**src/rtl/assert_macros.svh**
```systemverilog
// Assertion macros shared by the demand paging engine RTL.
// No dependencies; included by files that carry concurrent assertions.
`ifndef ASSERT_MACROS_SVH
`define ASSERT_MACROS_SVH

// antecedent implies consequent in the same cycle
`define DPR_ASSERT_IMPL(lbl, clk, rst, ante, cons, msg) \
  lbl: assert property (@(posedge clk) disable iff (rst) (ante) |-> (cons)) \
    else $error(msg);

// antecedent implies consequent in the next cycle
`define DPR_ASSERT_NEXT(lbl, clk, rst, ante, cons, msg) \
  lbl: assert property (@(posedge clk) disable iff (rst) (ante) |=> (cons)) \
    else $error(msg);

`endif

```
**src/rtl/dpr_pkg.sv**
```systemverilog
// Package for the demand paging engine: field widths, reset values, codes,
// state and command types. No dependencies.
`default_nettype none

package dpr_pkg;

  localparam int NUM_PAGES_DEF  = 64;
  localparam int NUM_FRAMES_DEF = 32;

  localparam int PAGE_W     = 6;
  localparam int FRAME_W    = 5;
  localparam int STATUS_W   = 2;
  localparam int COUNT_W    = 32;
  localparam int MAXF_W     = 6;
  localparam int PIU_W      = 7;
  localparam int CFG_IDX_W  = 2;
  localparam int CFG_DATA_W = 7;

  localparam logic [MAXF_W-1:0] RESET_MAX_FRAMES   = 6'd6;
  localparam logic [PIU_W-1:0]  RESET_PAGES_IN_USE = 7'd64;

  typedef enum logic [CFG_IDX_W-1:0] {
    CFG_MAX_FRAMES   = 2'd0,
    CFG_POLICY       = 2'd1,
    CFG_PAGES_IN_USE = 2'd2
  } cfg_idx_t;

  typedef enum logic [STATUS_W-1:0] {
    ST_OK       = 2'd0,
    ST_RESIDENT = 2'd1,
    ST_MISS     = 2'd2,
    ST_RANGE    = 2'd3
  } status_t;

  typedef enum logic [2:0] {
    RES_RANGE,
    RES_MISS,
    RES_ACCESS,
    RES_RESIDENT,
    RES_ALLOC,
    RES_EVICT
  } res_kind_t;

  typedef enum logic [2:0] {
    S_IDLE,
    S_LOOKUP,
    S_QRD,
    S_QWAIT,
    S_CHECK,
    S_PUSH
  } state_t;

  typedef struct packed {
    logic      accept;
    logic      paddr_head;
    logic      do_access;
    logic      do_alloc;
    logic      guard_clr;
    logic      do_rotate;
    logic      do_evict;
    logic      res_load;
    res_kind_t res_kind;
    logic      push_out;
  } cmd_t;

  typedef struct packed {
    logic in_range;
    logic is_fault;
    logic hit;
    logic can_alloc;
    logic skip;
    logic out_free;
  } stat_t;

endpackage

`default_nettype wire

```
**src/rtl/dpr_if.sv**
```systemverilog
// Channel interfaces of the demand paging engine: request, response, config.
// Depends on dpr_pkg for field widths.
`default_nettype none

interface dpr_req_if;
  logic                           valid;
  logic                           ready;
  logic                           opcode;
  logic [dpr_pkg::PAGE_W-1:0]     page;
  logic                           is_write;
  modport source (output valid, opcode, page, is_write, input ready);
  modport sink (input valid, opcode, page, is_write, output ready);
endinterface

interface dpr_rsp_if;
  logic                           valid;
  logic                           ready;
  logic [dpr_pkg::STATUS_W-1:0]   status;
  logic [dpr_pkg::FRAME_W-1:0]    frame;
  logic                           replaced;
  logic [dpr_pkg::PAGE_W-1:0]     victim_page;
  logic                           writeback;
  logic [dpr_pkg::COUNT_W-1:0]    fault_count;
  logic [dpr_pkg::COUNT_W-1:0]    writeback_count;
  modport source (output valid, status, frame, replaced, victim_page, writeback,
                  fault_count, writeback_count, input ready);
  modport sink (input valid, status, frame, replaced, victim_page, writeback,
                fault_count, writeback_count, output ready);
endinterface

interface dpr_cfg_if;
  logic                            valid;
  logic                            ready;
  logic [dpr_pkg::CFG_IDX_W-1:0]   index;
  logic [dpr_pkg::CFG_DATA_W-1:0]  data;
  modport source (output valid, index, data, input ready);
  modport sink (input valid, index, data, output ready);
endinterface

`default_nettype wire

```
**src/rtl/dpr_ram.sv**
```systemverilog
// Generic single-write, single-read RAM with registered read data.
// No dependencies.
`default_nettype none

module dpr_ram #(
  parameter int WIDTH = 8,
  parameter int DEPTH = 32
) (
  input  wire logic                     clk,
  input  wire logic                     we,
  input  wire logic [$clog2(DEPTH)-1:0] waddr,
  input  wire logic [WIDTH-1:0]         wdata,
  input  wire logic [$clog2(DEPTH)-1:0] raddr,
  output logic      [WIDTH-1:0]         rdata
);

  logic [WIDTH-1:0] mem [DEPTH];

  always_ff @(posedge clk) begin
    if (we) begin
      mem[waddr] <= wdata;
    end
    rdata <= mem[raddr];
  end

endmodule

`default_nettype wire

```
**src/rtl/dpr_ctrl.sv**
```systemverilog
// Sequencer of the demand paging engine: steps lookup, replacement scan and
// result hand-off. Depends on dpr_pkg for state, command and status types.
`default_nettype none

module dpr_ctrl (
  input  wire logic           clk,
  input  wire logic           rst,
  input  wire logic           in_valid,
  input  wire dpr_pkg::stat_t st,
  output logic                in_ready,
  output dpr_pkg::cmd_t       cmd
);

  dpr_pkg::state_t state, state_next;

  always_ff @(posedge clk) begin
    if (rst) begin
      state <= dpr_pkg::S_IDLE;
    end else begin
      state <= state_next;
    end
  end

  always_comb begin
    state_next = state;
    case (state)
      dpr_pkg::S_IDLE: begin
        if (in_valid) state_next = dpr_pkg::S_LOOKUP;
      end
      dpr_pkg::S_LOOKUP: begin
        if (st.in_range && st.is_fault && !st.hit && !st.can_alloc) begin
          state_next = dpr_pkg::S_QRD;
        end else begin
          state_next = dpr_pkg::S_PUSH;
        end
      end
      dpr_pkg::S_QRD:   state_next = dpr_pkg::S_QWAIT;
      dpr_pkg::S_QWAIT: state_next = dpr_pkg::S_CHECK;
      dpr_pkg::S_CHECK: begin
        state_next = st.skip ? dpr_pkg::S_QRD : dpr_pkg::S_PUSH;
      end
      dpr_pkg::S_PUSH: begin
        if (st.out_free) state_next = dpr_pkg::S_IDLE;
      end
      default: state_next = dpr_pkg::S_IDLE;
    endcase
  end

  always_comb begin
    cmd      = '0;
    in_ready = 1'b0;
    case (state)
      dpr_pkg::S_IDLE: begin
        in_ready   = 1'b1;
        cmd.accept = in_valid;
      end
      dpr_pkg::S_LOOKUP: begin
        if (!st.in_range) begin
          cmd.res_load = 1'b1;
          cmd.res_kind = dpr_pkg::RES_RANGE;
        end else if (!st.is_fault) begin
          cmd.res_load  = 1'b1;
          cmd.do_access = st.hit;
          cmd.res_kind  = st.hit ? dpr_pkg::RES_ACCESS : dpr_pkg::RES_MISS;
        end else if (st.hit) begin
          cmd.res_load = 1'b1;
          cmd.res_kind = dpr_pkg::RES_RESIDENT;
        end else if (st.can_alloc) begin
          cmd.res_load = 1'b1;
          cmd.do_alloc = 1'b1;
          cmd.res_kind = dpr_pkg::RES_ALLOC;
        end else begin
          cmd.guard_clr = 1'b1;
        end
      end
      dpr_pkg::S_QWAIT: begin
        cmd.paddr_head = 1'b1;
      end
      dpr_pkg::S_CHECK: begin
        if (st.skip) begin
          cmd.do_rotate = 1'b1;
        end else begin
          cmd.do_evict = 1'b1;
          cmd.res_load = 1'b1;
          cmd.res_kind = dpr_pkg::RES_EVICT;
        end
      end
      dpr_pkg::S_PUSH: begin
        cmd.push_out = st.out_free;
      end
      default: begin
        cmd = '0;
      end
    endcase
  end

endmodule

`default_nettype wire

```
**src/rtl/dpr_dpath.sv**
```systemverilog
// Datapath of the demand paging engine: config registers, page table RAM,
// arrival queue RAM, counters and output register. Depends on dpr_pkg,
// dpr_ram and assert_macros.svh.
`default_nettype none
`include "assert_macros.svh"

module dpr_dpath #(
  parameter int NUM_PAGES  = dpr_pkg::NUM_PAGES_DEF,
  parameter int NUM_FRAMES = dpr_pkg::NUM_FRAMES_DEF
) (
  input  wire logic                             clk,
  input  wire logic                             rst,
  input  wire logic                             cfg_we,
  input  wire logic [dpr_pkg::CFG_IDX_W-1:0]    cfg_index,
  input  wire logic [dpr_pkg::CFG_DATA_W-1:0]   cfg_data,
  input  wire logic                             req_opcode,
  input  wire logic [dpr_pkg::PAGE_W-1:0]       req_page,
  input  wire logic                             req_is_write,
  input  wire dpr_pkg::cmd_t                    cmd,
  output dpr_pkg::stat_t                        st,
  input  wire logic                             out_ready,
  output logic                                  out_valid,
  output logic [dpr_pkg::STATUS_W-1:0]          out_status,
  output logic [dpr_pkg::FRAME_W-1:0]           out_frame,
  output logic                                  out_replaced,
  output logic [dpr_pkg::PAGE_W-1:0]            out_victim_page,
  output logic                                  out_writeback,
  output logic [dpr_pkg::COUNT_W-1:0]           out_fault_count,
  output logic [dpr_pkg::COUNT_W-1:0]           out_writeback_count
);

  localparam int PW  = $clog2(NUM_PAGES);
  localparam int FW  = $clog2(NUM_FRAMES);
  localparam int FUW = $clog2(NUM_FRAMES + 1);
  localparam int SW  = FUW + 1;
  localparam int LW  = (FUW > dpr_pkg::MAXF_W) ? FUW : dpr_pkg::MAXF_W;
  localparam int PRW = FW + 2;

  // config
  logic [dpr_pkg::MAXF_W-1:0] max_frames;
  logic                       policy;
  logic [dpr_pkg::PIU_W-1:0]  pages_in_use;

  // latched item
  logic                       op_q;
  logic [dpr_pkg::PAGE_W-1:0] page_q;
  logic                       wr_q;

  // engine state; queue count always equals frames_used, and frames are
  // handed out in ascending order, so frames_used is also the lowest free frame
  logic [NUM_PAGES-1:0]       page_valid;
  logic [FUW-1:0]             frames_used;
  logic [FW-1:0]              queue_head;
  logic [FUW-1:0]             guard;
  logic [dpr_pkg::COUNT_W-1:0] faults_total;
  logic [dpr_pkg::COUNT_W-1:0] writebacks_total;

  // pending result
  dpr_pkg::status_t           res_status;
  logic [FW-1:0]              res_frame;
  logic                       res_replaced;
  logic [PW-1:0]              res_victim;
  logic                       res_wb;

  // RAM ports; page word is {frame, dirty, chance}
  logic           pr_we;
  logic [PW-1:0]  pr_waddr;
  logic [PRW-1:0] pr_wdata;
  logic [PW-1:0]  pr_raddr;
  logic [PRW-1:0] pr_rdata;
  logic           q_we;
  logic [FW-1:0]  q_waddr;
  logic [PW-1:0]  q_wdata;
  logic [PW-1:0]  q_rdata;

  logic [PW-1:0]  page_idx;
  logic [FW-1:0]  pr_frame;
  logic           pr_dirty;
  logic           pr_chance;
  logic [LW-1:0]  limit;
  logic [SW-1:0]  tail_sum;
  logic [FW-1:0]  queue_tail;
  logic [FW-1:0]  head_inc;

  assign page_idx  = PW'(page_q);
  assign pr_frame  = pr_rdata[PRW-1:2];
  assign pr_dirty  = pr_rdata[1];
  assign pr_chance = pr_rdata[0];

  always_comb begin
    if (max_frames == '0) begin
      limit = LW'(1);
    end else if (LW'(max_frames) > LW'(NUM_FRAMES)) begin
      limit = LW'(NUM_FRAMES);
    end else begin
      limit = LW'(max_frames);
    end
  end

  always_comb begin
    tail_sum = SW'(queue_head) + SW'(frames_used);
    if (tail_sum >= SW'(NUM_FRAMES)) begin
      tail_sum = tail_sum - SW'(NUM_FRAMES);
    end
    queue_tail = FW'(tail_sum);
    head_inc   = (queue_head == FW'(NUM_FRAMES - 1)) ? '0 : queue_head + 1'b1;
  end

  assign st.in_range  = (dpr_pkg::PIU_W'(page_q) < pages_in_use) &&
                        (32'(page_q) < NUM_PAGES);
  assign st.is_fault  = op_q;
  assign st.hit       = page_valid[page_idx];
  assign st.can_alloc = LW'(frames_used) < limit;
  assign st.skip      = policy && (guard < frames_used) && pr_chance;
  assign st.out_free  = !out_valid || out_ready;

  // page table read address and writes
  assign pr_raddr = cmd.paddr_head ? q_rdata : PW'(req_page);

  always_comb begin
    pr_we    = 1'b0;
    pr_waddr = page_idx;
    pr_wdata = pr_rdata;
    if (cmd.do_access) begin
      pr_we    = 1'b1;
      pr_wdata = {pr_frame, pr_dirty | wr_q, 1'b1};
    end else if (cmd.do_alloc) begin
      pr_we    = 1'b1;
      pr_wdata = {FW'(frames_used), 2'b00};
    end else if (cmd.do_rotate) begin
      pr_we    = 1'b1;
      pr_waddr = q_rdata;
      pr_wdata = {pr_frame, pr_dirty, 1'b0};
    end else if (cmd.do_evict) begin
      // replacement load starts with its chance mark set
      pr_we    = 1'b1;
      pr_wdata = {pr_frame, 2'b01};
    end
  end

  assign q_we    = cmd.do_alloc || cmd.do_rotate || cmd.do_evict;
  assign q_waddr = queue_tail;
  assign q_wdata = cmd.do_rotate ? q_rdata : page_idx;

  dpr_ram #(.WIDTH(PRW), .DEPTH(NUM_PAGES)) u_page_ram (
    .clk   (clk),
    .we    (pr_we),
    .waddr (pr_waddr),
    .wdata (pr_wdata),
    .raddr (pr_raddr),
    .rdata (pr_rdata)
  );

  dpr_ram #(.WIDTH(PW), .DEPTH(NUM_FRAMES)) u_queue_ram (
    .clk   (clk),
    .we    (q_we),
    .waddr (q_waddr),
    .wdata (q_wdata),
    .raddr (queue_head),
    .rdata (q_rdata)
  );

  always_ff @(posedge clk) begin
    if (rst) begin
      max_frames   <= dpr_pkg::RESET_MAX_FRAMES;
      policy       <= 1'b0;
      pages_in_use <= dpr_pkg::RESET_PAGES_IN_USE;
    end else if (cfg_we) begin
      case (cfg_index)
        dpr_pkg::CFG_MAX_FRAMES:   max_frames   <= cfg_data[dpr_pkg::MAXF_W-1:0];
        dpr_pkg::CFG_POLICY:       policy       <= cfg_data[0];
        dpr_pkg::CFG_PAGES_IN_USE: pages_in_use <= cfg_data[dpr_pkg::PIU_W-1:0];
        default: ;
      endcase
    end
  end

  always_ff @(posedge clk) begin
    if (cmd.accept) begin
      op_q   <= req_opcode;
      page_q <= req_page;
      wr_q   <= req_is_write;
    end
  end

  always_ff @(posedge clk) begin
    if (rst) begin
      page_valid       <= '0;
      frames_used      <= '0;
      queue_head       <= '0;
      guard            <= '0;
      faults_total     <= '0;
      writebacks_total <= '0;
    end else begin
      if (cmd.do_alloc) begin
        page_valid[page_idx] <= 1'b1;
        frames_used          <= frames_used + 1'b1;
      end
      if (cmd.do_evict) begin
        page_valid[q_rdata]  <= 1'b0;
        page_valid[page_idx] <= 1'b1;
      end
      if (cmd.do_rotate || cmd.do_evict) begin
        queue_head <= head_inc;
      end
      if (cmd.guard_clr) begin
        guard <= '0;
      end else if (cmd.do_rotate) begin
        guard <= guard + 1'b1;
      end
      if (cmd.do_alloc || cmd.do_evict) begin
        faults_total <= faults_total + 1'b1;
      end
      if (cmd.do_evict && pr_dirty) begin
        writebacks_total <= writebacks_total + 1'b1;
      end
    end
  end

  always_ff @(posedge clk) begin
    if (cmd.res_load) begin
      res_status   <= dpr_pkg::ST_OK;
      res_frame    <= '0;
      res_replaced <= 1'b0;
      res_victim   <= '0;
      res_wb       <= 1'b0;
      case (cmd.res_kind)
        dpr_pkg::RES_RANGE:    res_status <= dpr_pkg::ST_RANGE;
        dpr_pkg::RES_MISS:     res_status <= dpr_pkg::ST_MISS;
        dpr_pkg::RES_ACCESS:   res_frame  <= pr_frame;
        dpr_pkg::RES_RESIDENT: begin
          res_status <= dpr_pkg::ST_RESIDENT;
          res_frame  <= pr_frame;
        end
        dpr_pkg::RES_ALLOC:    res_frame  <= FW'(frames_used);
        dpr_pkg::RES_EVICT: begin
          res_frame    <= pr_frame;
          res_replaced <= 1'b1;
          res_victim   <= q_rdata;
          res_wb       <= pr_dirty;
        end
        default: res_status <= dpr_pkg::ST_MISS;
      endcase
    end
  end

  // output word; counters already reflect this item by the time it is pushed
  always_ff @(posedge clk) begin
    if (rst) begin
      out_valid <= 1'b0;
    end else if (cmd.push_out) begin
      out_valid <= 1'b1;
    end else if (out_ready) begin
      out_valid <= 1'b0;
    end
  end

  always_ff @(posedge clk) begin
    if (cmd.push_out) begin
      out_status          <= res_status;
      out_frame           <= dpr_pkg::FRAME_W'(res_frame);
      out_replaced        <= res_replaced;
      out_victim_page     <= dpr_pkg::PAGE_W'(res_victim);
      out_writeback       <= res_wb;
      out_fault_count     <= faults_total;
      out_writeback_count <= writebacks_total;
    end
  end

  `DPR_ASSERT_IMPL(a_evict_victim_resident, clk, rst, cmd.do_evict,
                   page_valid[q_rdata] && !page_valid[page_idx],
                   "evicted page not resident or faulting page already resident")
  `DPR_ASSERT_IMPL(a_alloc_below_limit, clk, rst, cmd.do_alloc,
                   (LW'(frames_used) < limit) && (frames_used < FUW'(NUM_FRAMES)),
                   "frame allocated beyond limit")
  `DPR_ASSERT_NEXT(a_evict_keeps_count, clk, rst, cmd.do_evict,
                   $stable(frames_used) && (frames_used != '0),
                   "eviction changed frames in use")

endmodule

`default_nettype wire

```
**src/rtl/demand_paging_replacement.sv**
```systemverilog
// Demand paging engine: page table, frame allocator and FIFO / second
// chance replacement for one address space.
// req channel: opcode 0 translates a page (sets chance, dirty on write);
//   opcode 1 loads a faulting page into the lowest free frame or evicts.
// rsp channel: one word per request with status, frame, eviction info and
//   running fault and write-back counts.
// cfg channel: always ready; index 0 max_frames, 1 policy, 2 pages_in_use.
//   Write only while no request is in flight.
// Steps: translates, resident hits and free-frame loads go from the lookup
//   straight to the output push; an eviction first scans the arrival queue,
//   one page per read, wait and check step, rotating each page given a second
//   chance (up to frames in use). Each scan step reads the arrival queue head,
//   then that page's page table entry. One request is in flight at a time; the
//   next is taken once the last has moved into the output register.
// A finished response sits in an output register; the next request is
// accepted while it waits, and its result is held until the receiver takes
// the previous word, so a stalled receiver stalls the engine after one item.
// Reset (synchronous) clears residency, counters and queue pointers and
// restores the config defaults; no clearing pass is needed.
`default_nettype none

module demand_paging_replacement #(
  parameter int NUM_PAGES  = dpr_pkg::NUM_PAGES_DEF,
  parameter int NUM_FRAMES = dpr_pkg::NUM_FRAMES_DEF
) (
  input wire logic  clk,
  input wire logic  rst,
  dpr_req_if.sink   req,
  dpr_rsp_if.source rsp,
  dpr_cfg_if.sink   cfg
);

  dpr_pkg::cmd_t  cmd;
  dpr_pkg::stat_t st;
  logic           in_ready;

  assign req.ready = in_ready;
  assign cfg.ready = 1'b1;

  dpr_ctrl u_ctrl (
    .clk      (clk),
    .rst      (rst),
    .in_valid (req.valid),
    .st       (st),
    .in_ready (in_ready),
    .cmd      (cmd)
  );

  dpr_dpath #(
    .NUM_PAGES  (NUM_PAGES),
    .NUM_FRAMES (NUM_FRAMES)
  ) u_dpath (
    .clk                 (clk),
    .rst                 (rst),
    .cfg_we              (cfg.valid),
    .cfg_index           (cfg.index),
    .cfg_data            (cfg.data),
    .req_opcode          (req.opcode),
    .req_page            (req.page),
    .req_is_write        (req.is_write),
    .cmd                 (cmd),
    .st                  (st),
    .out_ready           (rsp.ready),
    .out_valid           (rsp.valid),
    .out_status          (rsp.status),
    .out_frame           (rsp.frame),
    .out_replaced        (rsp.replaced),
    .out_victim_page     (rsp.victim_page),
    .out_writeback       (rsp.writeback),
    .out_fault_count     (rsp.fault_count),
    .out_writeback_count (rsp.writeback_count)
  );

endmodule

`default_nettype wire

```
**src/flat_wrapper.sv**
```systemverilog
// flat-port wrapper written by rule: the top's interface ports become plain ports
module demand_paging_replacement_flat 
#(
  parameter int NUM_PAGES  = dpr_pkg::NUM_PAGES_DEF,
  parameter int NUM_FRAMES = dpr_pkg::NUM_FRAMES_DEF
)
  (clk, rst, req_valid, req_opcode, req_page, req_is_write, req_ready, rsp_valid, rsp_status, rsp_frame, rsp_replaced, rsp_victim_page, rsp_writeback, rsp_fault_count, rsp_writeback_count, rsp_ready, cfg_valid, cfg_index, cfg_data, cfg_ready);
  dpr_req_if req_i ();
  dpr_rsp_if rsp_i ();
  dpr_cfg_if cfg_i ();
  input wire logic clk;
  input wire logic rst;
  input wire logic [$bits(req_i.valid)-1:0] req_valid;
  input wire logic [$bits(req_i.opcode)-1:0] req_opcode;
  input wire logic [$bits(req_i.page)-1:0] req_page;
  input wire logic [$bits(req_i.is_write)-1:0] req_is_write;
  output wire logic [$bits(req_i.ready)-1:0] req_ready;
  output wire logic [$bits(rsp_i.valid)-1:0] rsp_valid;
  output wire logic [$bits(rsp_i.status)-1:0] rsp_status;
  output wire logic [$bits(rsp_i.frame)-1:0] rsp_frame;
  output wire logic [$bits(rsp_i.replaced)-1:0] rsp_replaced;
  output wire logic [$bits(rsp_i.victim_page)-1:0] rsp_victim_page;
  output wire logic [$bits(rsp_i.writeback)-1:0] rsp_writeback;
  output wire logic [$bits(rsp_i.fault_count)-1:0] rsp_fault_count;
  output wire logic [$bits(rsp_i.writeback_count)-1:0] rsp_writeback_count;
  input wire logic [$bits(rsp_i.ready)-1:0] rsp_ready;
  input wire logic [$bits(cfg_i.valid)-1:0] cfg_valid;
  input wire logic [$bits(cfg_i.index)-1:0] cfg_index;
  input wire logic [$bits(cfg_i.data)-1:0] cfg_data;
  output wire logic [$bits(cfg_i.ready)-1:0] cfg_ready;
  assign req_i.valid = req_valid;
  assign req_i.opcode = req_opcode;
  assign req_i.page = req_page;
  assign req_i.is_write = req_is_write;
  assign req_ready = req_i.ready;
  assign rsp_valid = rsp_i.valid;
  assign rsp_status = rsp_i.status;
  assign rsp_frame = rsp_i.frame;
  assign rsp_replaced = rsp_i.replaced;
  assign rsp_victim_page = rsp_i.victim_page;
  assign rsp_writeback = rsp_i.writeback;
  assign rsp_fault_count = rsp_i.fault_count;
  assign rsp_writeback_count = rsp_i.writeback_count;
  assign rsp_i.ready = rsp_ready;
  assign cfg_i.valid = cfg_valid;
  assign cfg_i.index = cfg_index;
  assign cfg_i.data = cfg_data;
  assign cfg_ready = cfg_i.ready;
  demand_paging_replacement #(.NUM_PAGES(NUM_PAGES), .NUM_FRAMES(NUM_FRAMES)) u_core (.clk(clk), .rst(rst), .req(req_i), .rsp(rsp_i), .cfg(cfg_i));
endmodule
```
**config.mk**
```make
export PLATFORM = sky130hd
export DESIGN_NAME = demand_paging_replacement_flat
export DESIGN_NICKNAME = d
export VERILOG_FILES = /design/src/rtl/dpr_pkg.sv /design/src/rtl/dpr_if.sv /design/src/rtl/dpr_ram.sv /design/src/rtl/dpr_ctrl.sv /design/src/rtl/dpr_dpath.sv /design/src/rtl/demand_paging_replacement.sv /design/src/flat_wrapper.sv
export VERILOG_INCLUDE_DIRS = /design/src /design/src/rtl
export SDC_FILE = /design/constraint.sdc
export NUM_CORES = 1
export LEC_CHECK = 0
export BUFFER_PORTS_ARGS = -buffer_cell sky130_fd_sc_hd__buf_4
export CAP_MARGIN = 40
export CORE_AREA = 4 4 265 332
export DETAILED_ROUTE_END_ITERATION = 12
export DIE_AREA = 0 0 269 336
export MAX_ROUTING_LAYER = met4
export PLACE_DENSITY = 0.72
export SLEW_MARGIN = 25
export SYNTH_ARGS = -nofsm -noshare
export SYNTH_HDL_FRONTEND = slang
export SYNTH_SLANG_ARGS = --single-unit
```
**constraint.sdc**
```tcl
create_clock -name clk -period 5.3 [get_ports clk]
set_input_delay 0 -clock clk [delete_from_list [all_inputs] [get_ports clk]]
set_output_delay 0 -clock clk [all_outputs]
set_load 0.05 [all_outputs]
```
Word level (Yosys, flattened, before mapping)
Memories as Yosys holds them, arrays and structs flattened. A register that Yosys moved wholly into a read port is not among the register bits. Cells that the tools add are included.

$add $sub $neg: 7. $lt $le $gt $ge: 9. Reductions and logical operators: 28. Bitwise operators: 5. Eq/ne operators: 14. Muxes and demuxes: 59.

Operators by type and width (number): 2-to-1 mux 64 bit (3); OR 64 bit (2); adder 32 x 1 -> 32 bit, second input constant (2); AND 64 bit (1); inverter 64 bit (1); 2-to-1 mux 6 bit (6); 2-to-1 mux 1 bit (22); 2-to-1 mux 3 bit (6); one-hot mux 3 bit (6 select lines) (1); 2-to-1 mux 4 bit (4); 2-to-1 mux 5 bit (3); < comparator 6 x 7 -> 1 bit, second input constant (2); 2-to-1 mux 7 bit (2); adder 6 x 1 -> 6 bit, second input constant (2); demux 1 bit (select 6 bit) (2); == test 3 x 2 -> 1 bit, second input constant (4); == test 3 bit, second input constant (4); >= comparator 6 x 1 -> 1 bit, second input constant (2); < comparator 6 bit (2); 2-to-1 mux 2 bit (6); one-hot mux 5 bit (2 select lines) (1); logical AND 1 bit (8); one-hot mux 4 bit (2 select lines) (1); AND reduction 2 bit (4); 22 further kinds (31).

Bits of input ports: 22. Bits in writable memories: 640. Flip-flop bits (word level): 265. Memories: 2. Output and inout bits: 82.

Memory list: u_core.u_dpath.u_page_ram.mem (words 64, width 7, rd ports 1, clocked after memory_dff 1, wr ports 1, line dpr_ram.sv:17) `logic [WIDTH-1:0] mem [DEPTH];`; u_core.u_dpath.u_queue_ram.mem (words 32, width 6, rd ports 1, clocked after memory_dff 1, wr ports 1, line dpr_ram.sv:17).

Longest topological paths before layout
Gate-level depths: netlist (run 1).

Word-level depth: 14. Mapped depth: 15.

By module
A second synthesis (run 1) with hierarchy kept.

Cells, all modules: 2300. Area, all modules: 36906.6 µm².

By module, submodules not included: dpr_ram at u_core.u_dpath.u_page_ram (seq. area each 13593.0 µm², times used 1, area each 17635.7 µm², cells an instance 827); dpr_dpath (seq. area each 6266.0 µm², times used 1, area each 11313.4 µm², cells an instance 1106); dpr_ram at u_core.u_dpath.u_queue_ram (seq. area each 5885.6 µm², times used 1, area each 7589.8 µm², cells an instance 323); dpr_ctrl (seq. area each 60.1 µm², times used 1, area each 356.6 µm², cells an instance 42); demand_paging_replacement (seq. area each 0.0 µm², times used 1, area each 11.3 µm², cells an instance 2).

Worst setup path before layout (run 1)
Ideal clock, no wire load.

Kind: reg2reg. From: reg u_core.u_dpath.frames_used[2]. To: mem u_core.u_dpath.u_page_ram.mem[0][0] (netlist bit) (data pin). Setup time: 0.719 ns. Path buffers: 2. Slack: -0.186 ns. Arrival: 4.767 ns. Clock period less this slack: 5.486 ns. Stages on the path, launching flop included: 10. Cells stage by stage: dfxtp_1 > inv_1 > ha_1 > a21o_1 > a31oi_1 > o21ai_1 > nor2_1 > clkbuf_1 > buf_1 > o31ai_1.

Word-level cells in the longest chain between the ends: 9.

RTL lines: from (decl) (line dpr_dpath.sv:52) `logic [FUW-1:0] frames_used;`; from (signal assigned) (line dpr_dpath.sv:197) `frames_used <= frames_used + 1'b1;`; < comparator 6 bit (line dpr_dpath.sv:114) `assign st.skip = policy && (guard < frames_used) && pr_chance;`; logical AND 1 bit (2 in a row) (line dpr_dpath.sv:114); 2-to-1 mux 5 bit (line dpr_ctrl.sv:80) `if (st.skip) begin`; 2-to-1 mux 2 bit (line dpr_ctrl.sv:52) `case (state)`; 2-to-1 mux 2 bit (line dpr_dpath.sv:134) `end else if (cmd.do_evict) begin`; 2-to-1 mux 2 bit (line dpr_dpath.sv:130) `end else if (cmd.do_rotate) begin`; 2-to-1 mux 7 bit (*) (line dpr_dpath.sv:127) `end else if (cmd.do_alloc) begin`; 2-to-1 mux 7 bit (*) (line dpr_dpath.sv:124) `if (cmd.do_access) begin`; net u_core.u_dpath.pr_wdata[0] (line dpr_dpath.sv:68) `logic [PRW-1:0] pr_wdata;`; to (decl) (line dpr_ram.sv:17).

The timed path passes the listed nets; every way through them passes the cells marked *.

Worst setup path after layout (run 1)
From: reg u_core.u_dpath.page_q, in the netlist u_core.u_dpath.page_idx[1]. To: mem u_core.u_dpath.u_page_ram.mem[15][6] (netlist bit) (data pin).

Word-level cells in the longest chain between the ends: 8.

RTL lines: from (decl) (line dpr_dpath.sv:46) `logic [dpr_pkg::PAGE_W-1:0] page_q;`; from (signal assigned) (line dpr_dpath.sv:181) `page_q <= req_page;`; binary-select mux 1 bit (select 6 bit) (line dpr_dpath.sv:112) `assign st.hit = page_valid[page_idx];`; 2-to-1 mux 1 bit (implied by the code) (line dpr_dpath.sv:112); 2-to-1 mux 2 bit (line dpr_ctrl.sv:65) `end else if (st.hit) begin`; 2-to-1 mux 2 bit (line dpr_ctrl.sv:61) `end else if (!st.is_fault) begin`; 2-to-1 mux 3 bit (*) (line dpr_ctrl.sv:58) `if (!st.in_range) begin`; 2-to-1 mux 3 bit (*) (line dpr_ctrl.sv:52); 2-to-1 mux 7 bit (line dpr_dpath.sv:127); 2-to-1 mux 7 bit (*) (line dpr_dpath.sv:124); net u_core.u_dpath.pr_wdata[6] (line dpr_dpath.sv:68).

The timed path passes the listed nets; every way through them passes the cells marked *. The select of a mux whose other input is x is not followed.

==> flow_metrics.py, run 1 <==
metrics = {
    "yosys": {
        "synth_nets": 2609,
        "synthesis.instances": 2560,
        "avgSynthCellArea_um2": 14.8,
        "synth_edf_count": 742,
        "yosys_warnings": 0,
        "synth_top_cell_area_share_pct": 58.9,
        "yosysTopAreaCell": "edfxtp_1",
        "synth.area.top_cells": "edfxtp_1 59%, mux2i_1 9.8%, dfxtp_1 9.3%",
        "synth.distinct_cells": 70,
        "synthArstFlopShare_pct": 0,
        "seq_area_frac_synth_pct": 68.2,
        "syn-cell-area_um2": 37800,
        "ys.flop_type": "edfxtp_1",
        "synth-seq-cells": 918,
    },
    "worst_setup_path": {
        "cp.arrival_ns": 5.04,
        "critPathLaunchType": "flop",
        "path_class": "flop to flop",
        "path_max_fanout": 64,
        "end_kind": "flop",
        "crit_required_ns": 5.61,
    },
    "timing": {
        "hold_violations": 0,
        "timing.slew.headroom_pct": 33.5,
        "tightest_slew_ns": 0.995,
        "finalSetupViolCount": 0,
        "fmax_ghz": 0.211,
        "rsz0062_at_grt": "false",
        "timing.final.crit_share_pct": 89.4,
        "skew_ns": 0.0382,
        "drv_slew": 0,
        "timing.setup.tns_ns": 0,
        "finalCriticalPeriod_ns": 4.74,
    },
    "cts": {
        "cts.path.max_buffers": 3,
        "clk_pin_slew_ns": 0.06,
        "ctsHtreeMaxLevel": 3,
        "cts_hold_buf": 28,
        "clkLatencyLatePin_ns": 0.65,
        "cts_buffers": 89,
        "cts_tree": "built",
        "clockRootBuffer": "clkbuf_16",
        "cts_setup_buffers": 0,
        "clkSinkCount": 918,
        "cts_resized": 0,
    },
    "cells_and_area": {
        "antenna_cells": 0,
        "drive_gt1_share_pct": 16.6,
        "final_cells": 3892,
        "nNetsFinal": 2773,
        "syn_to_final_growth_pct": 14.8,
        "stdcell_area_um2": 43400,
        "final_common_cell": "edfxtp_1",
        "nFillCells": 6779,
        "final_util_pct": 51.0,
        "layout_common_cells": "742 x edfxtp_1, 365 x mux2i_1, 174 x dfxtp_1",
    },
    "placement": {
        "globalplace.congestion": 0.943,
        "placed_cells": 3687,
        "io_buffers": 102,
        "hpwlAfterDp_um": 58100,
        "placed_area_um2": 40100,
    },
    "die": {
        "fp.coreArea_um2": 85100,
        "die_x_um": 269,
        "ioPinCount": 104,
        "num_rows": 120,
        "die_y_um": 336,
        "start_util_pct": 44.4,
        "die_area_um2": 90400,
    },
    "route": {
        "wirelength_um": 89500,
        "post-route-drc-count": 0,
        "wl_per_cell_um": 23.0,
        "ant_nets": 0,
        "wl_met2_um": 43900,
        "route.met3.wl_um": 6470,
        "routed_via_density": 5.87,
        "routed.top_layer": "met4",
        "firstDrtPassIters": 6,
        "met1Wirelength_um": 35200,
        "vias": 22900,
        "drt_iter0_drc": 2423,
    },
    "global_routing": {
        "grt_start_max_net_pins": 92,
        "grt-ovfl-total": 0,
        "track_usage_pct": 19.9,
        "antenna_found_initial": 0,
        "grt_pass1_vias": 22700,
        "grt_pass1_wl_um": 135000,
    },
    "power": {
        "p_per_area_nw_per_um2": 377,
        "power.switching_uw": 4030,
        "swShare_pct": 24.6,
        "intPower_uw": 12300,
        "p_clk_share_pct": 38.4,
        "design_power_total_uw": 16400,
        "comb_power_share_pct": 10.7,
        "power_frac_seq_pct": 50.9,
        "vdd_drop_max_v": 0.000203,
        "p_leak_uw": 0.0148,
    },
    "status": {
        "status": "completed",
    },
    "run": {
        "drv_cap": 0,
    },
    "worst_hold_path": {
        "hp-class": "input pin to flop",
    },
}
## cells by family (layout without fill, tap and decap cells)
logic type | count (synthesis) | after routing | share of synthesized area, %
buffers and inverters | 180 | 414 | 1.94
other | 1 | 1 | 0.00991
DFF | 918 | 918 | 68.2
muxes | 465 | 465 | 14.6
AOI/OAI and AO/OA | 359 | 359 | 5.62
xor gates and xnor gates | 35 | 35 | 0.810
adders and majority gates | 27 | 27 | 0.913
and+or+nand+nor | 575 | 575 | 7.89
## area by class of cell
type	count	area (um^2)	share of cell area (%)
well taps	1098	1370	3.16
multi-input cells	1462	11400	26.3
repair buffers	221	1800	4.14
clock inverters	43	465	1.07
flip-flops and latches	918	25800	59.4
inverters	32	120	0.277
clock buffers	118	2450	5.64
## registers in the layout (all words and copies together), names as in the netlist, 2 cells and up
signal	flops
u_core.u_dpath.out_frame	5
u_core.u_dpath.queue_head	5
u_core.u_dpath.max_frames	6
u_core.u_dpath.out_victim_page	6
u_core.u_dpath.out_writeback_count	32
u_core.u_dpath.out_fault_count	32
u_core.u_dpath.u_page_ram.mem	448
u_core.u_dpath.guard	6
u_core.u_dpath.res_victim	6
u_core.u_dpath.u_queue_ram.rdata	6
u_core.u_dpath.frames_used	6
u_core.u_dpath.faults_total	32
u_core.u_dpath.writebacks_total	32
u_core.u_dpath.out_status	2
u_core.u_dpath.u_queue_ram.mem	192
u_core.u_dpath.page_valid	64
u_core.u_dpath.res_frame	5
u_core.u_ctrl.state	3
u_core.u_dpath.u_page_ram.rdata	7
u_core.u_dpath.res_status	2
u_core.u_dpath.page_idx	6
u_core.u_dpath.pages_in_use	7
## worst paths after layout
check / start / end / slack [ns] / cells past startpoint
worst max-delay path: u_core.u_dpath.page_idx[1]$_DFFE_PP_ / u_core.u_dpath.u_page_ram.mem[15][6]$_DFFE_PP_ / 0.56 / 10
worst min-delay path: req_is_write / u_core.u_dpath.wr_q$_DFFE_PP_ / 0.14 / 2
worst max register to register: u_core.u_dpath.page_idx[1]$_DFFE_PP_ / u_core.u_dpath.u_page_ram.mem[15][6]$_DFFE_PP_ / 0.56 / 10
worst min register to register: u_core.u_dpath.res_victim[4]$_SDFFCE_PN0P_ / u_core.u_dpath.out_victim_page[4]$_DFFE_PP_ / 0.42 / 0
## stage by stage
stage	hold slack [ns]	setup WS, ns
2_1_floorplan	0.0989	0.442
3_3_place_gp	0.182	0.812
3_5_place_dp	0.181	0.672
4_1_cts	0.0991	0.606
5_1_grt	0.115	0.359
6_report	0.139	0.564
## routing by layer
layer	global-route usage [%]	vias up
li1	-	10300
met5	-	-
met4	8.50	0
met2	32.7	1026
met3	3.45	190
met1	24.5	11400
## cells in the mapped netlist (7+ instances only)
| master | number |
|---|---|
| a31oi_1 | 7 |
| o22ai_1 | 59 |
| nor2_1 | 144 |
| mux2_2 | 29 |
| or2_2 | 12 |
| edfxtp_1 | 742 |
| dfxtp_1 | 176 |
| nand2_1 | 74 |
| nor2b_1 | 18 |
| a32o_1 | 8 |
| xnor2_1 | 25 |
| buf_2 | 33 |
| mux2i_1 | 369 |
| o31ai_1 | 17 |
| nand2b_1 | 14 |
| inv_1 | 30 |
| and2_1 | 19 |
| or3_1 | 25 |
| nor4_1 | 27 |
| nor3_1 | 53 |
| clkbuf_1 | 83 |
| nand4_1 | 35 |
| and3_1 | 16 |
| ha_1 | 26 |
| nand3b_1 | 14 |
| or4_1 | 17 |
| buf_1 | 27 |
| xor2_1 | 10 |
| a21oi_1 | 131 |
| o21ai_0 | 97 |
| mux4_2 | 67 |
| nand3_1 | 84 |
## power groups by stage
stage	combinational (uW)	clock [uW]	sequential (uW)
global route	1860	6690	8350
detailed placement	1710	0	8500
CTS	1730	6380	8350
floorplan	992	0	8510
global placement	1620	0	8490
finish	1750	6280	8340
## critical path, cell delays in order (launching register included)
cell and delay [ns]:
edfxtp_1 0.71, buf_4 0.30, mux4_2 0.51, a32o_1 0.25
nor4b_2 0.60, nand2_1 0.30, ha_1 0.28, and2_1 0.24
nor2_1 0.35, mux2_2 0.23, buf_4 0.56
Power figures use the tool's default switching activity.
==> inputs of run 2 (changes only) <==
BUFFER_PORTS_ARGS = unset   (was -buffer_cell sky130_fd_sc_hd__buf_4)
DONT_BUFFER_PORTS = 1   (was unset)
PLACE_DENSITY = 0.7   (was 0.72)
==> flow_metrics.py, run 2 (synthesis gave the netlist of run 1 again) <==
metrics = {
    "status": {
        "status": "completed",
    },
    "placement": {
        "hpwlAfterDp_um": 57200,
        "globalplace.congestion": 0.934,
        "io_buffers": 0,
    },
    "route": {
        "drt_iter0_drc": 2321,
        "vias": 22700,
        "routed_via_density": 5.98,
        "route.met3.wl_um": 6460,
        "routed.top_layer": "met4",
        "post-route-drc-count": 0,
        "firstDrtPassIters": 6,
        "wl_per_cell_um": 23.7,
        "wl_met2_um": 45100,
        "met1Wirelength_um": 34000,
        "wirelength_um": 89800,
        "ant_nets": 0,
    },
    "timing": {
        "hold_violations": 0,
        "fmax_ghz": 0.208,
        "tightest_slew_ns": 0.918,
        "skew_ns": 0.0272,
        "timing.slew.headroom_pct": 38.7,
        "finalSetupViolCount": 0,
        "timing.final.crit_share_pct": 90.9,
        "finalCriticalPeriod_ns": 4.82,
        "drv_slew": 0,
        "timing.setup.tns_ns": 0,
        "rsz0062_at_grt": "false",
    },
    "cells_and_area": {
        "layout_common_cells": "742 x edfxtp_1, 366 x mux2i_1, 174 x dfxtp_1",
        "nFillCells": 6867,
        "syn_to_final_growth_pct": 12.7,
        "nNetsFinal": 2667,
        "drive_gt1_share_pct": 13.1,
        "regMostFlops": "u_core.u_dpath.u_page_ram.mem",
        "largest_register_ffs": 448,
        "final_common_cell": "edfxtp_1",
        "final_util_pct": 50.1,
        "top_regs": "u_core.u_dpath.u_page_ram.mem (448), u_core.u_dpath.u_queue_ram.mem (192), u_core.u_dpath.page_valid (64)",
    },
    "worst_setup_path": {
        "worstRegToRegCells": 11,
        "path_class": "flop to flop",
        "crit_top_cell": "buf_4",
        "cpMaxStageDelayCell": "edfxtp_1",
        "rr_startpoint": "u_core.u_dpath.page_idx[0]$_DFFE_PP_",
        "end_kind": "flop",
        "cp.arrival_ns": 5.14,
        "worstPathCellList": "buf_4 > nor2b_1 > mux4_2 > a32o_1 > nor4b_2 > nand2_1 > ha_1 > and2_1 > nor2_1 > mux2_2 > buf_4",
        "path_max_fanout": 64,
        "reg2reg_to": "u_core.u_dpath.u_page_ram.mem[0][6]$_DFFE_PP_",
        "ff2ff_setup_slack_ns": 0.48,
        "critPathLaunchType": "flop",
        "max_stage_delay_ns": 0.64,
        "crit_required_ns": 5.62,
    },
    "power": {
        "p_leak_uw": 0.0142,
        "vdd_drop_max_v": 0.000213,
        "p_per_area_nw_per_um2": 381,
    },
    "worst_hold_path": {
        "hp-class": "input pin to flop",
        "min_to": "u_core.u_dpath.page_idx[2]$_DFFE_PP_",
        "min-delay-start": "req_page[2]",
        "min_path_cells": 1,
    },
    "global_routing": {
        "track_usage_pct": 20.1,
        "grt_pass1_wl_um": 135000,
        "grt_pass1_vias": 22300,
        "grt-ovfl-total": 0,
        "grt_start_max_net_pins": 165,
        "antenna_found_initial": 4,
    },
    "cts": {
        "clkSinkCount": 918,
        "clk_pin_slew_ns": 0.07,
        "clockRootBuffer": "clkbuf_16",
        "cts_tree": "built",
        "cts.path.max_buffers": 3,
        "cts_buffers": 88,
        "ctsHtreeMaxLevel": 3,
        "clkLatencyLatePin_ns": 0.64,
    },
    "die": {
        "die_x_um": 269,
        "num_rows": 120,
        "ioPinCount": 104,
        "start_util_pct": 44.4,
        "fp.coreArea_um2": 85100,
        "die_area_um2": 90400,
        "die_y_um": 336,
    },
    "run": {
        "drv_cap": 0,
    },
}
-- run 2: per-stage QoR --
stage          hold slack (ns)  total power (uW)  cell area [um^2]  setup slack, ns  instances
2_1_floorplan           0.0989              9500             37800            0.442       2560
3_3_place_gp            0.0899             10000             39100            0.514       3550
3_5_place_dp            0.0918             10100             39300            0.410       3569
4_1_cts                 0.0103             16300             42500            0.313       3767
5_1_grt                 0.0197             16800             42700            0.231       3794
6_report                0.0439             16300             42700            0.481       3794
-- run 2: worst max path at each step --
stage | slack [ns] | startpoint | to | cells after the start
floorplan | 0.44 | u_core.u_dpath.page_idx[0]$_DFFE_PP_ | u_core.u_dpath.u_page_ram.mem[0][1]$_DFFE_PP_ | 14
global placement | 0.51 | u_core.u_dpath.page_idx[0]$_DFFE_PP_ | u_core.u_dpath.u_page_ram.mem[3][5]$_DFFE_PP_ | 11
detailed placement | 0.41 | u_core.u_dpath.page_idx[0]$_DFFE_PP_ | u_core.u_dpath.u_page_ram.mem[1][5]$_DFFE_PP_ | 11
CTS | 0.31 | u_core.u_dpath.page_idx[0]$_DFFE_PP_ | u_core.u_dpath.u_page_ram.mem[0][5]$_DFFE_PP_ | 11
global route | 0.23 | u_core.u_dpath.page_idx[0]$_DFFE_PP_ | u_core.u_dpath.u_page_ram.mem[3][6]$_DFFE_PP_ | 11
finish | 0.48 | u_core.u_dpath.page_idx[0]$_DFFE_PP_ | u_core.u_dpath.u_page_ram.mem[0][6]$_DFFE_PP_ | 11
-- run 2: cell type report --
class	instances	area, um^2	area share, %
Tap cell	1098	1370	3.22
Antenna cell	3	7.51	0.0176
Multi-Input combinational cell	1462	11400	26.8
Timing Repair Buffer	116	1060	2.49
Sequential cell	918	25800	60.5
Clock inverter	44	414	0.971
Clock buffer	121	2450	5.74
Inverter	32	120	0.282
-- run 2: metal layers --
metal,track usage (%),vias to the layer above
met5,-,-
met4,8.30,0
met3,3.26,239
met2,33.7,1050
met1,24.2,11300
li1,-,10100
-- run 2: power breakdown --
group	internal, uW	switching [uW]	leakage, uW
Sequential	8210	260	0.00812
Combinational	483	1110	0.00472
Clock	3550	2640	0.00140
Total	12200	4010	0.0142
-- run 2: critical path: cells and delay by family (launching register included) --
family / cells / cell delay (ns)
buffers and inverters: 2 / 0.96
AND/OR/NAND/NOR: 5 / 1.57
flip-flops: 1 / 0.64
AO/OA/AOI/OAI: 1 / 0.26
multiplexers: 2 / 0.71
adder cells (fa/ha/maj): 1 / 0.28
-- run 2: what timing repair did --
item                                    4_1_cts  5_1_grt
resized for setup                             0        1
endpoints found under the setup margin        0       72
hold buffers                                 33        0
buffers inserted                              0        1
hold endpoints to repair                    186        0
